<file path="config.mk">
export PLATFORM = sky130hd
export DESIGN_NAME = infix_to_postfix_converter_top
export DESIGN_NICKNAME = d
export VERILOG_FILES = /design/src/rtl/itp_pkg.sv /design/src/rtl/infix_to_postfix_converter_top.sv /design/src/rtl/itp_ram.sv
export SDC_FILE = /design/constraint.sdc
export NUM_CORES = 1
export LEC_CHECK = 0
export BUFFER_PORTS_ARGS = -buffer_cell sky130_fd_sc_hd__buf_4
export CELL_PAD_IN_SITES_DETAIL_PLACEMENT = 1
export CELL_PAD_IN_SITES_GLOBAL_PLACEMENT = 2
export CORE_MARGIN = 5
export CORE_UTILIZATION = 36
export DETAILED_ROUTE_END_ITERATION = 6
export GPL_TIMING_DRIVEN = 0
export HOLD_SLACK_MARGIN = 0.15
export PLACE_DENSITY_LB_ADDON = 0.25
export REMOVE_ABC_BUFFERS = 1
export SLEW_MARGIN = 20
export SYNTH_ARGS = -nofsm -noshare
export SYNTH_HDL_FRONTEND = slang
export SYNTH_SLANG_ARGS = --single-unit
</file>
<file path="constraint.sdc">
create_clock -name clk -period 2.29 [get_ports clk]
set_input_delay 0.458 -clock clk [delete_from_list [all_inputs] [get_ports clk]]
set_output_delay 0.458 -clock clk [all_outputs]
set_load 0.02 [all_outputs]
</file>
<file path="src/rtl/itp_pkg.sv">
`timescale 1ns / 1ps
`default_nettype none
// ============================================================================
// itp_pkg
// Shared types, character codes and helpers for the infix to postfix block.
// ============================================================================
package itp_pkg;

    // Default operator stack depth
    localparam int STACK_DEPTH_DEF = 8;

    // ASCII operator characters
    localparam logic [7:0] CH_PLUS  = 8'h2B;
    localparam logic [7:0] CH_MINUS = 8'h2D;
    localparam logic [7:0] CH_STAR  = 8'h2A;
    localparam logic [7:0] CH_SLASH = 8'h2F;

    // Stored operator codes (2 bits in the stack memory)
    typedef logic [1:0] op_code_t;
    localparam op_code_t OP_ADD = 2'd0;
    localparam op_code_t OP_SUB = 2'd1;
    localparam op_code_t OP_MUL = 2'd2;
    localparam op_code_t OP_DIV = 2'd3;

    // Sequencer states
    typedef enum logic [2:0] {
        ST_IDLE,
        ST_CHAR,
        ST_TOP,
        ST_NEXT,
        ST_RD
    } state_t;

    // True for + - * /
    function automatic logic is_operator(input logic [7:0] sym);
        logic hit;
        begin
            case (sym)
                CH_PLUS, CH_MINUS, CH_STAR, CH_SLASH: hit = 1'b1;
                default: hit = 1'b0;
            endcase
            return hit;
        end
    endfunction

    // Character to stored code; meaningful only for operators
    function automatic op_code_t op_encode(input logic [7:0] sym);
        op_code_t code;
        begin
            case (sym)
                CH_MINUS: code = OP_SUB;
                CH_STAR:  code = OP_MUL;
                CH_SLASH: code = OP_DIV;
                default:  code = OP_ADD;
            endcase
            return code;
        end
    endfunction

    // Stored code back to its character
    function automatic logic [7:0] op_char(input op_code_t code);
        logic [7:0] ch;
        begin
            case (code)
                OP_ADD:  ch = CH_PLUS;
                OP_SUB:  ch = CH_MINUS;
                OP_MUL:  ch = CH_STAR;
                default: ch = CH_SLASH;
            endcase
            return ch;
        end
    endfunction

    // High precedence class: * and /
    function automatic logic prec_high(input op_code_t code);
        return (code == OP_MUL) || (code == OP_DIV);
    endfunction

    // Stacked operator pops before a new one: top precedence >= new precedence
    function automatic logic pops_before(input op_code_t top, input op_code_t cur);
        return prec_high(top) || !prec_high(cur);
    endfunction

endpackage
`default_nettype wire

</file>
<file path="src/rtl/infix_to_postfix_converter_top.sv">
`timescale 1ns / 1ps
`default_nettype none
// ============================================================================
// infix_to_postfix_converter_top
// Shunting-yard converter without parentheses; operator stack in a RAM.
// ============================================================================
//
//  Channel   Dir  Beat contents
//  s_axis    in   tdata[7:0] symbol, tlast expr_end
//  m_axis    out  tdata[7:0] out_symbol, tlast run_last,
//                 tuser[0] expr_done, tuser[1] overflow
//
//  A character is taken in ST_IDLE and emitted in ST_CHAR; an operator goes to
//  ST_TOP, and each popped operator passes ST_TOP and then ST_NEXT. Ending the
//  expression flushes each operator the same way, then checks the stack once
//  more, and ST_RD re-reads the top after an operator's push. Each pop is a
//  registered stack RAM read, then the emit. Reset empties the stack (count
//  only, RAM is not cleared). A stalled output register holds the sequencer at
//  its emit step; the next beat is taken while the last result still waits.
//
module infix_to_postfix_converter_top
    import itp_pkg::*;
#(
    parameter int STACK_DEPTH = STACK_DEPTH_DEF
) (
    input  wire logic       clk,
    input  wire logic       rst_n,
    input  wire logic       s_axis_tvalid,
    output logic            s_axis_tready,
    input  wire logic [7:0] s_axis_tdata,   // [7:0] symbol
    input  wire logic       s_axis_tlast,   // expr_end
    output logic            m_axis_tvalid,
    input  wire logic       m_axis_tready,
    output logic      [7:0] m_axis_tdata,   // [7:0] out_symbol
    output logic            m_axis_tlast,   // run_last
    output logic      [1:0] m_axis_tuser    // [0] expr_done, [1] overflow
);

    localparam int AW = $clog2(STACK_DEPTH);
    localparam int CW = $clog2(STACK_DEPTH + 1);

    // Sequencer and item registers
    state_t         state_reg, state_next;
    logic [CW-1:0]  count_reg, count_next;
    logic           flush_reg, flush_next;
    logic           ovf_reg, ovf_next;
    op_code_t       top_code_reg, top_code_next;
    logic [7:0]     sym_reg;
    logic           last_reg;
    op_code_t       code_reg;

    // Output register
    logic           out_valid_reg;
    logic [7:0]     out_sym_reg;
    logic           out_last_reg;
    logic           out_done_reg;
    logic           out_ovf_reg;

    // Controls
    logic           accept;
    logic           out_free;
    logic           emit;
    logic [7:0]     emit_sym;
    logic           emit_last;
    logic           emit_done;
    logic           rd_en;
    logic [AW-1:0]  rd_addr;
    logic           wr_en;
    op_code_t       rd_data;
    logic [CW-1:0]  cnt_m1;
    logic [CW-1:0]  cnt_m2;
    logic           top_valid;
    logic           pop_now;
    logic           more;

    assign accept    = s_axis_tvalid && s_axis_tready;
    assign out_free  = !out_valid_reg || m_axis_tready;
    assign cnt_m1    = count_reg - CW'(1);
    assign cnt_m2    = count_reg - CW'(2);
    assign top_valid = (count_reg != '0);
    assign pop_now   = top_valid && (flush_reg || pops_before(rd_data, code_reg));

    // Remaining results after the pop in ST_NEXT (rd_data is the new top)
    always_comb
    begin
        if (flush_reg)
        begin
            more = (cnt_m1 != '0);
        end
        else
        begin
            more = last_reg || ((cnt_m1 != '0) && pops_before(rd_data, code_reg));
        end
    end

    // Operator stack memory
    itp_ram #(
        .WIDTH ($bits(op_code_t)),
        .DEPTH (STACK_DEPTH)
    ) u_stack (
        .clk     (clk),
        .wr_en   (wr_en),
        .wr_addr (count_reg[AW-1:0]),
        .wr_data (code_reg),
        .rd_en   (rd_en),
        .rd_addr (rd_addr),
        .rd_data (rd_data)
    );

    // Next state
    always_comb
    begin
        state_next = state_reg;
        case (state_reg)
            ST_IDLE:
            begin
                if (accept)
                begin
                    state_next = is_operator(s_axis_tdata) ? ST_TOP : ST_CHAR;
                end
            end
            ST_CHAR:
            begin
                if (out_free)
                begin
                    state_next = (last_reg && top_valid) ? ST_TOP : ST_IDLE;
                end
            end
            ST_TOP:
            begin
                if (pop_now)
                begin
                    state_next = ST_NEXT;
                end
                else if (!flush_reg && last_reg)
                begin
                    state_next = ST_RD;
                end
                else
                begin
                    state_next = ST_IDLE;
                end
            end
            ST_NEXT:
            begin
                if (out_free)
                begin
                    state_next = ST_TOP;
                end
            end
            ST_RD:
            begin
                state_next = ST_TOP;
            end
            default:
            begin
                state_next = ST_IDLE;
            end
        endcase
    end

    // Outputs and datapath controls
    always_comb
    begin
        s_axis_tready = 1'b0;
        rd_en         = 1'b0;
        rd_addr       = cnt_m1[AW-1:0];
        wr_en         = 1'b0;
        emit          = 1'b0;
        emit_sym      = sym_reg;
        emit_last     = 1'b0;
        emit_done     = 1'b0;
        count_next    = count_reg;
        flush_next    = flush_reg;
        ovf_next      = ovf_reg;
        top_code_next = top_code_reg;
        case (state_reg)
            ST_IDLE:
            begin
                s_axis_tready = 1'b1;
                if (accept)
                begin
                    rd_en      = 1'b1;
                    flush_next = 1'b0;
                    ovf_next   = 1'b0;
                end
            end
            ST_CHAR:
            begin
                emit_last = !(last_reg && top_valid);
                emit_done = last_reg && !top_valid;
                if (out_free)
                begin
                    emit = 1'b1;
                    if (last_reg && top_valid)
                    begin
                        flush_next = 1'b1;
                    end
                end
            end
            ST_TOP:
            begin
                if (pop_now)
                begin
                    top_code_next = rd_data;
                    rd_en         = 1'b1;
                    rd_addr       = cnt_m2[AW-1:0];
                end
                else if (!flush_reg)
                begin
                    // push, or drop on a full stack
                    if (count_reg == CW'(STACK_DEPTH))
                    begin
                        ovf_next = 1'b1;
                    end
                    else
                    begin
                        wr_en      = 1'b1;
                        count_next = count_reg + CW'(1);
                    end
                    if (last_reg)
                    begin
                        flush_next = 1'b1;
                    end
                end
            end
            ST_NEXT:
            begin
                emit_sym  = op_char(top_code_reg);
                emit_last = !more;
                emit_done = !more && last_reg;
                if (out_free)
                begin
                    emit       = 1'b1;
                    count_next = cnt_m1;
                end
            end
            ST_RD:
            begin
                rd_en = 1'b1;
            end
            default:
            begin
                rd_en = 1'b0;
            end
        endcase
    end

    // Control registers
    always_ff @(posedge clk or negedge rst_n)
    begin
        if (!rst_n)
        begin
            state_reg     <= ST_IDLE;
            count_reg     <= '0;
            flush_reg     <= 1'b0;
            ovf_reg       <= 1'b0;
            out_valid_reg <= 1'b0;
        end
        else
        begin
            state_reg <= state_next;
            count_reg <= count_next;
            flush_reg <= flush_next;
            ovf_reg   <= ovf_next;
            if (emit)
            begin
                out_valid_reg <= 1'b1;
            end
            else if (m_axis_tready)
            begin
                out_valid_reg <= 1'b0;
            end
        end
    end

    // Payload registers
    always_ff @(posedge clk)
    begin
        top_code_reg <= top_code_next;
        if (accept)
        begin
            sym_reg  <= s_axis_tdata;
            last_reg <= s_axis_tlast;
            code_reg <= op_encode(s_axis_tdata);
        end
        if (emit)
        begin
            out_sym_reg  <= emit_sym;
            out_last_reg <= emit_last;
            out_done_reg <= emit_done;
            out_ovf_reg  <= ovf_reg && (state_reg == ST_NEXT);
        end
    end

    assign m_axis_tvalid = out_valid_reg;
    assign m_axis_tdata  = out_sym_reg;
    assign m_axis_tlast  = out_last_reg;
    assign m_axis_tuser  = {out_ovf_reg, out_done_reg};

    // Checks
    a_count_range: assert property (@(posedge clk) disable iff (!rst_n)
        count_reg <= CW'(STACK_DEPTH))
        else $error("stack count above depth");

    a_done_empty: assert property (@(posedge clk) disable iff (!rst_n)
        (emit && emit_done) |=> (count_reg == '0))
        else $error("expression done with operators left on the stack");

    a_no_push_in_flush: assert property (@(posedge clk) disable iff (!rst_n)
        wr_en |-> !flush_reg)
        else $error("push during stack flush");

    a_emit_needs_room: assert property (@(posedge clk) disable iff (!rst_n)
        emit |-> out_free)
        else $error("beat emitted over a waiting result");

endmodule
`default_nettype wire

</file>
<file path="src/rtl/itp_ram.sv">
`timescale 1ns / 1ps
`default_nettype none
// ============================================================================
// itp_ram
// Generic simple dual-port RAM: one write port, one read port with a
// registered read that holds its data while rd_en is low.
// ============================================================================
module itp_ram #(
    parameter int WIDTH = 2,
    parameter int DEPTH = 8
) (
    input  wire logic                     clk,
    input  wire logic                     wr_en,
    input  wire logic [$clog2(DEPTH)-1:0] wr_addr,
    input  wire logic [WIDTH-1:0]         wr_data,
    input  wire logic                     rd_en,
    input  wire logic [$clog2(DEPTH)-1:0] rd_addr,
    output logic      [WIDTH-1:0]         rd_data
);

    logic [WIDTH-1:0] mem_reg [DEPTH];
    logic [WIDTH-1:0] rd_data_reg;

    // Write port
    always_ff @(posedge clk)
    begin
        if (wr_en)
        begin
            mem_reg[wr_addr] <= wr_data;
        end
    end

    // Registered read port
    always_ff @(posedge clk)
    begin
        if (rd_en)
        begin
            rd_data_reg <= mem_reg[rd_addr];
        end
    end

    assign rd_data = rd_data_reg;

endmodule
`default_nettype wire

</file>
==> results.md <==
| Stage | Result | This run |
|---|---|---|
| finish | Layout cell share with drive strength beyond 1 | 26.0% |
| clock tree | H-tree Lvls | 2 |
| power and ir drop | Power spent charging and discharging nets | 1.59 mW |
| grt | Global Route Usage Sum | 13.6% |
| detailed routing | Length of the first detailed-routing pass in iterations | 4 |
| clock tree | Worst-path clk slew | 0.11 ns |
| critical path | Worst setup startpoint | count_reg[1]$_DFFE_PN0P_ |
| detailed routing | Drt total wl | 5610 µm |
| synth | Avg Cell Area, Syn | 12.4 µm² |
| floorplan | Number of primary I/O pins | 26 |
| critical path | Cell count of the worst reg-to-reg path | 9 |
| critical path | Sort of element at the end of the critical path | flop |
| hold path | Hold/Removal Path Class | in -> reg |
| sta | Max Clk Rate | 0.453 GHz |
| power and ir drop | Static power due to leakage | 1.16 nW |
| synth | Top-area cell type share of the netlist area | 48.3% |
| critical path | Startpoint type of the worst setup path | flop |
| synth | Number of synthesized flops with an enable pin | 42 |
| detailed routing | Residual antenna-violating net count after detailed routing | 0 |
| placed design | Number of placed instances with taps included | 323 |
| detailed routing | Average via count per standard cell | 4.91 |
| power and ir drop | Power density over the cells | 1300 mW/mm² |
| critical path | Setup slack, reg-to-reg | 0.08 ns |
| detailed routing | Number of vias in the routed layout | 1674 |
| finish | Most frequent cells in the layout | edfxtp_1, buf_4, nand2_1, nor2_1, mux2i_1 |
| clock tree | Clock network latency to the later pin of the worst-skew pair | 0.31 ns |
| floorplan | Die height | 95.2 µm |
| clock tree | Number of clock buffers inserted by TritonCTS | 5 |
| grt | Global-route wire length before repair | 9290 µm |
| synth | Netlist area before placement | 0.00261 mm² |
| job | Max-cap violation count | 0 |
| critical path | Required time of the worst setup path | 2.38 ns |
| synth | Post-synthesis cell type count | 50 |
| power and ir drop | Maximum vdd ir drop | 0.493 mV |
| finish | Number of nets at the end of the flow | 262 |
| detailed routing | DR WL met2 | 2740 µm |
| finish | Number of filler instances in the final layout | 773 |
| detailed routing | Wirelength per Cell | 16.4 µm |
| sta | Tcrit/Tclk final | 96.4% |
| finish | Commonest non-fill, non-tap cell in the layout | edfxtp_1 |
| grt | Aggregate global routing overflow | 0 |
| power and ir drop | Clock network power share | 13.8% |
| synth | Most used flip-flop cell after synthesis | edfxtp_1 |
| detailed routing | Iteration-0 DRC Markers | 84 |
| floorplan | Die ar. | 0.00906 mm² |
| critical path | Critical path class | reg -> reg |
| floorplan | Chip width | 95.2 µm |
| detailed routing | DRC violations left | 0 |
| critical path | Destination of the worst register-to-register timing path | u_stack.rd_data[1]$_DFFE_PP_ |
| synth | Synthesized flop and latch total | 52 |
| sta | Clock Skews | 0.0151 ns |
| run status | Run status | finished, final reports clean |
| critical path | Destination of the critical timing path | u_stack.rd_data[1]$_DFFE_PP_ |
| sta | Max_slew headroom | 38.0% |
| detailed routing | Wire length on met3 | 160 µm |
| critical path | Startpoint of the worst register-to-register path | count_reg[1]$_DFFE_PN0P_ |
| synth | Post-synthesis sequential area ratio | 57.9% |
| critical path | Worst endpoint data arrival time | 2.30 ns |
| sta | Setup repair after global routing missed its margin | true |
| placed design | Detailed placement HPWL | 4090 µm |
| critical path | Largest fanout of any net on the critical path | 9 |
| finish | Final Non-Filler Cells | 341 |
| placed design | Quantity of I/O buffers inserted on ports | 25 |
| floorplan | Initial Util | 36.4% |
| power and ir drop | Part of the power in registers | 38.0% |
| sta | Final hold viol count | 0 |
| placed design | Global placement routability congestion | 0.764 |
| power and ir drop | Combinational Power Share | 48.1% |
| synth | Syn. warnings | 0 |
| clock tree | Clock Path Buffers | 2 |
| clock tree | CTS Sinks | 52 |
| grt | Vias in the first global route | 1808 |
| grt | Initial antenna violation count | 0 |
| synth | Cell accounting for the most synthesized area | edfxtp_1 |
| clock tree | Clk root buf | clkbuf_8 |
| finish | Area growth from synthesis to layout | 18.0% |
| sta | Tightest hold margin | 0.324 ns |
| power and ir drop | Fraction of power spent switching nets | 39.7% |
| synth | FFs w/ async S/R, synth | 19.2% |
| sta | Total setup violations reported at the end of the flow | 0 |
| detailed routing | Wire length the detailed router placed on met1 | 2650 µm |
| sta | Measured slew at the worst slew-check pin | 0.927 ns |
| floorplan | Cell Rows | 31 |
| finish | Largest register FFs | 16 |
| floorplan | Core outline area | 0.00718 mm² |
| synth | Biggest area contributors in the synthesized netlist | edfxtp_1, dfrtp_1, mux2i_1, ha_1, and2_1 |
| sta | Final critical-path required period | 2.21 ns |
| synth | Synthesized netlist cell count | 210 |
| finish | Count of inserted antenna diode cells | 0 |
| finish | Utilization after layout | 42.9% |
| detailed routing | Highest metal layer with signal wires | met4 |
| sta | Total count of max-transition violations in the final report | 0 |
| power and ir drop | Internal Pwr Total | 2.41 mW |
| grt | Largest net degree at the start of global routing | 19 |
| clock tree | TritonCTS clock tree | built |
-- cell usage after synthesis (4+ instances only) --
library cell	number
a31oi_1	4
nand3_1	5
xnor2_1	6
ha_1	8
edfxtp_1	42
nor2b_1	5
dfrtp_1	10
nand2_1	14
clkbuf_1	5
o21ai_0	8
a21oi_1	10
and2_1	11
nor2_1	13
nand2b_1	6
inv_1	6
mux2i_1	11
-- cells by family (layout without fill, tap and decap cells) --
kind of cell	count (synthesis)	in the layout	share of synthesized area, %
AND/OR/NAND/NOR	70	70	16.4
flip-flops	52	52	57.9
AO/OA/AOI/OAI	42	42	10.4
buffers and inverters	17	49	3.16
multiplexers	12	12	4.65
XOR/XNOR	9	9	3.74
adder cells (fa/ha/maj)	8	8	3.83
-- how the worst min path moves through the flow --
stage                    start                        to  slack, ns  depth (start not counted)
2_1_floorplan            rst_n  count_reg[0]$_DFFE_PN0P_       0.16                          0
3_3_place_gp             rst_n  count_reg[2]$_DFFE_PN0P_       0.30                          1
3_5_place_dp             rst_n  count_reg[2]$_DFFE_PN0P_       0.30                          1
4_1_cts        s_axis_tdata[3]      sym_reg[3]$_DFFE_PP_       0.31                          1
5_1_grt        s_axis_tdata[4]      sym_reg[4]$_DFFE_PP_       0.30                          1
6_report          s_axis_tlast        last_reg$_DFFE_PP_       0.32                          1
-- cell type report --
type | count | area, µm² | share of cell area (%)
flip-flops and latches | 52 | 1520 | 49.3
clock inverters | 3 | 27.5 | 0.893
clock buffers | 5 | 68.8 | 2.23
inverters | 6 | 27.5 | 0.893
multi-input cells | 141 | 1030 | 33.5
well taps | 99 | 124 | 4.02
repair buffers | 35 | 282 | 9.14
-- layer usage --
metal	vias to the layer above	global-route usage [%]
met5	-	0
met4	0	3.97
met3	5	2.76
met2	20	22.9
met1	818	17.6
li1	831	-
-- worst max-delay path, cell delays in order, from the launching register on --
cell and delay, ns:
dfrtp_2 0.44, inv_4 0.13, ha_4 0.15, nor3b_4 0.21, buf_6 0.14, nor4_4 0.04, buf_12 0.16, xnor2_4 0.21
mux2i_1 0.12, a222oi_1 0.38
-- stage by stage --
step	area (µm²)	total power [mW]	setup TNS (ns)	worst slack, ns
2_1_floorplan	2550	2.76	-4.67	-0.478
3_3_place_gp	2860	3.26	-15.00	-1.07
3_5_place_dp	2860	3.30	-16.38	-1.14
4_1_cts	3070	4.04	0	0.000266
5_1_grt	3080	4.31	-0.0554	-0.0554
6_report	3080	4.01	0	0.0834
-- power by group through the flow --
stage	logic (mW)	registers (mW)	clock network, mW
after floorplan	1.11	1.66	0
after global placement	1.66	1.60	0
after detailed placement	1.70	1.61	0
after CTS	1.95	1.52	0.573
after global routing	2.12	1.56	0.626
final	1.93	1.52	0.555
-- what timing repair did --
item / 4_1_cts / 5_1_grt
resized for setup: 10 / 4
hold buffers: 1 / 0
cloned: 0 / 0
setup endpoints to repair: 32 / 19
buffers inserted: 8 / 1
hold endpoints to repair: 10 / 0
pin swaps: 5 / 4
(Power assumes the default switching activity.)
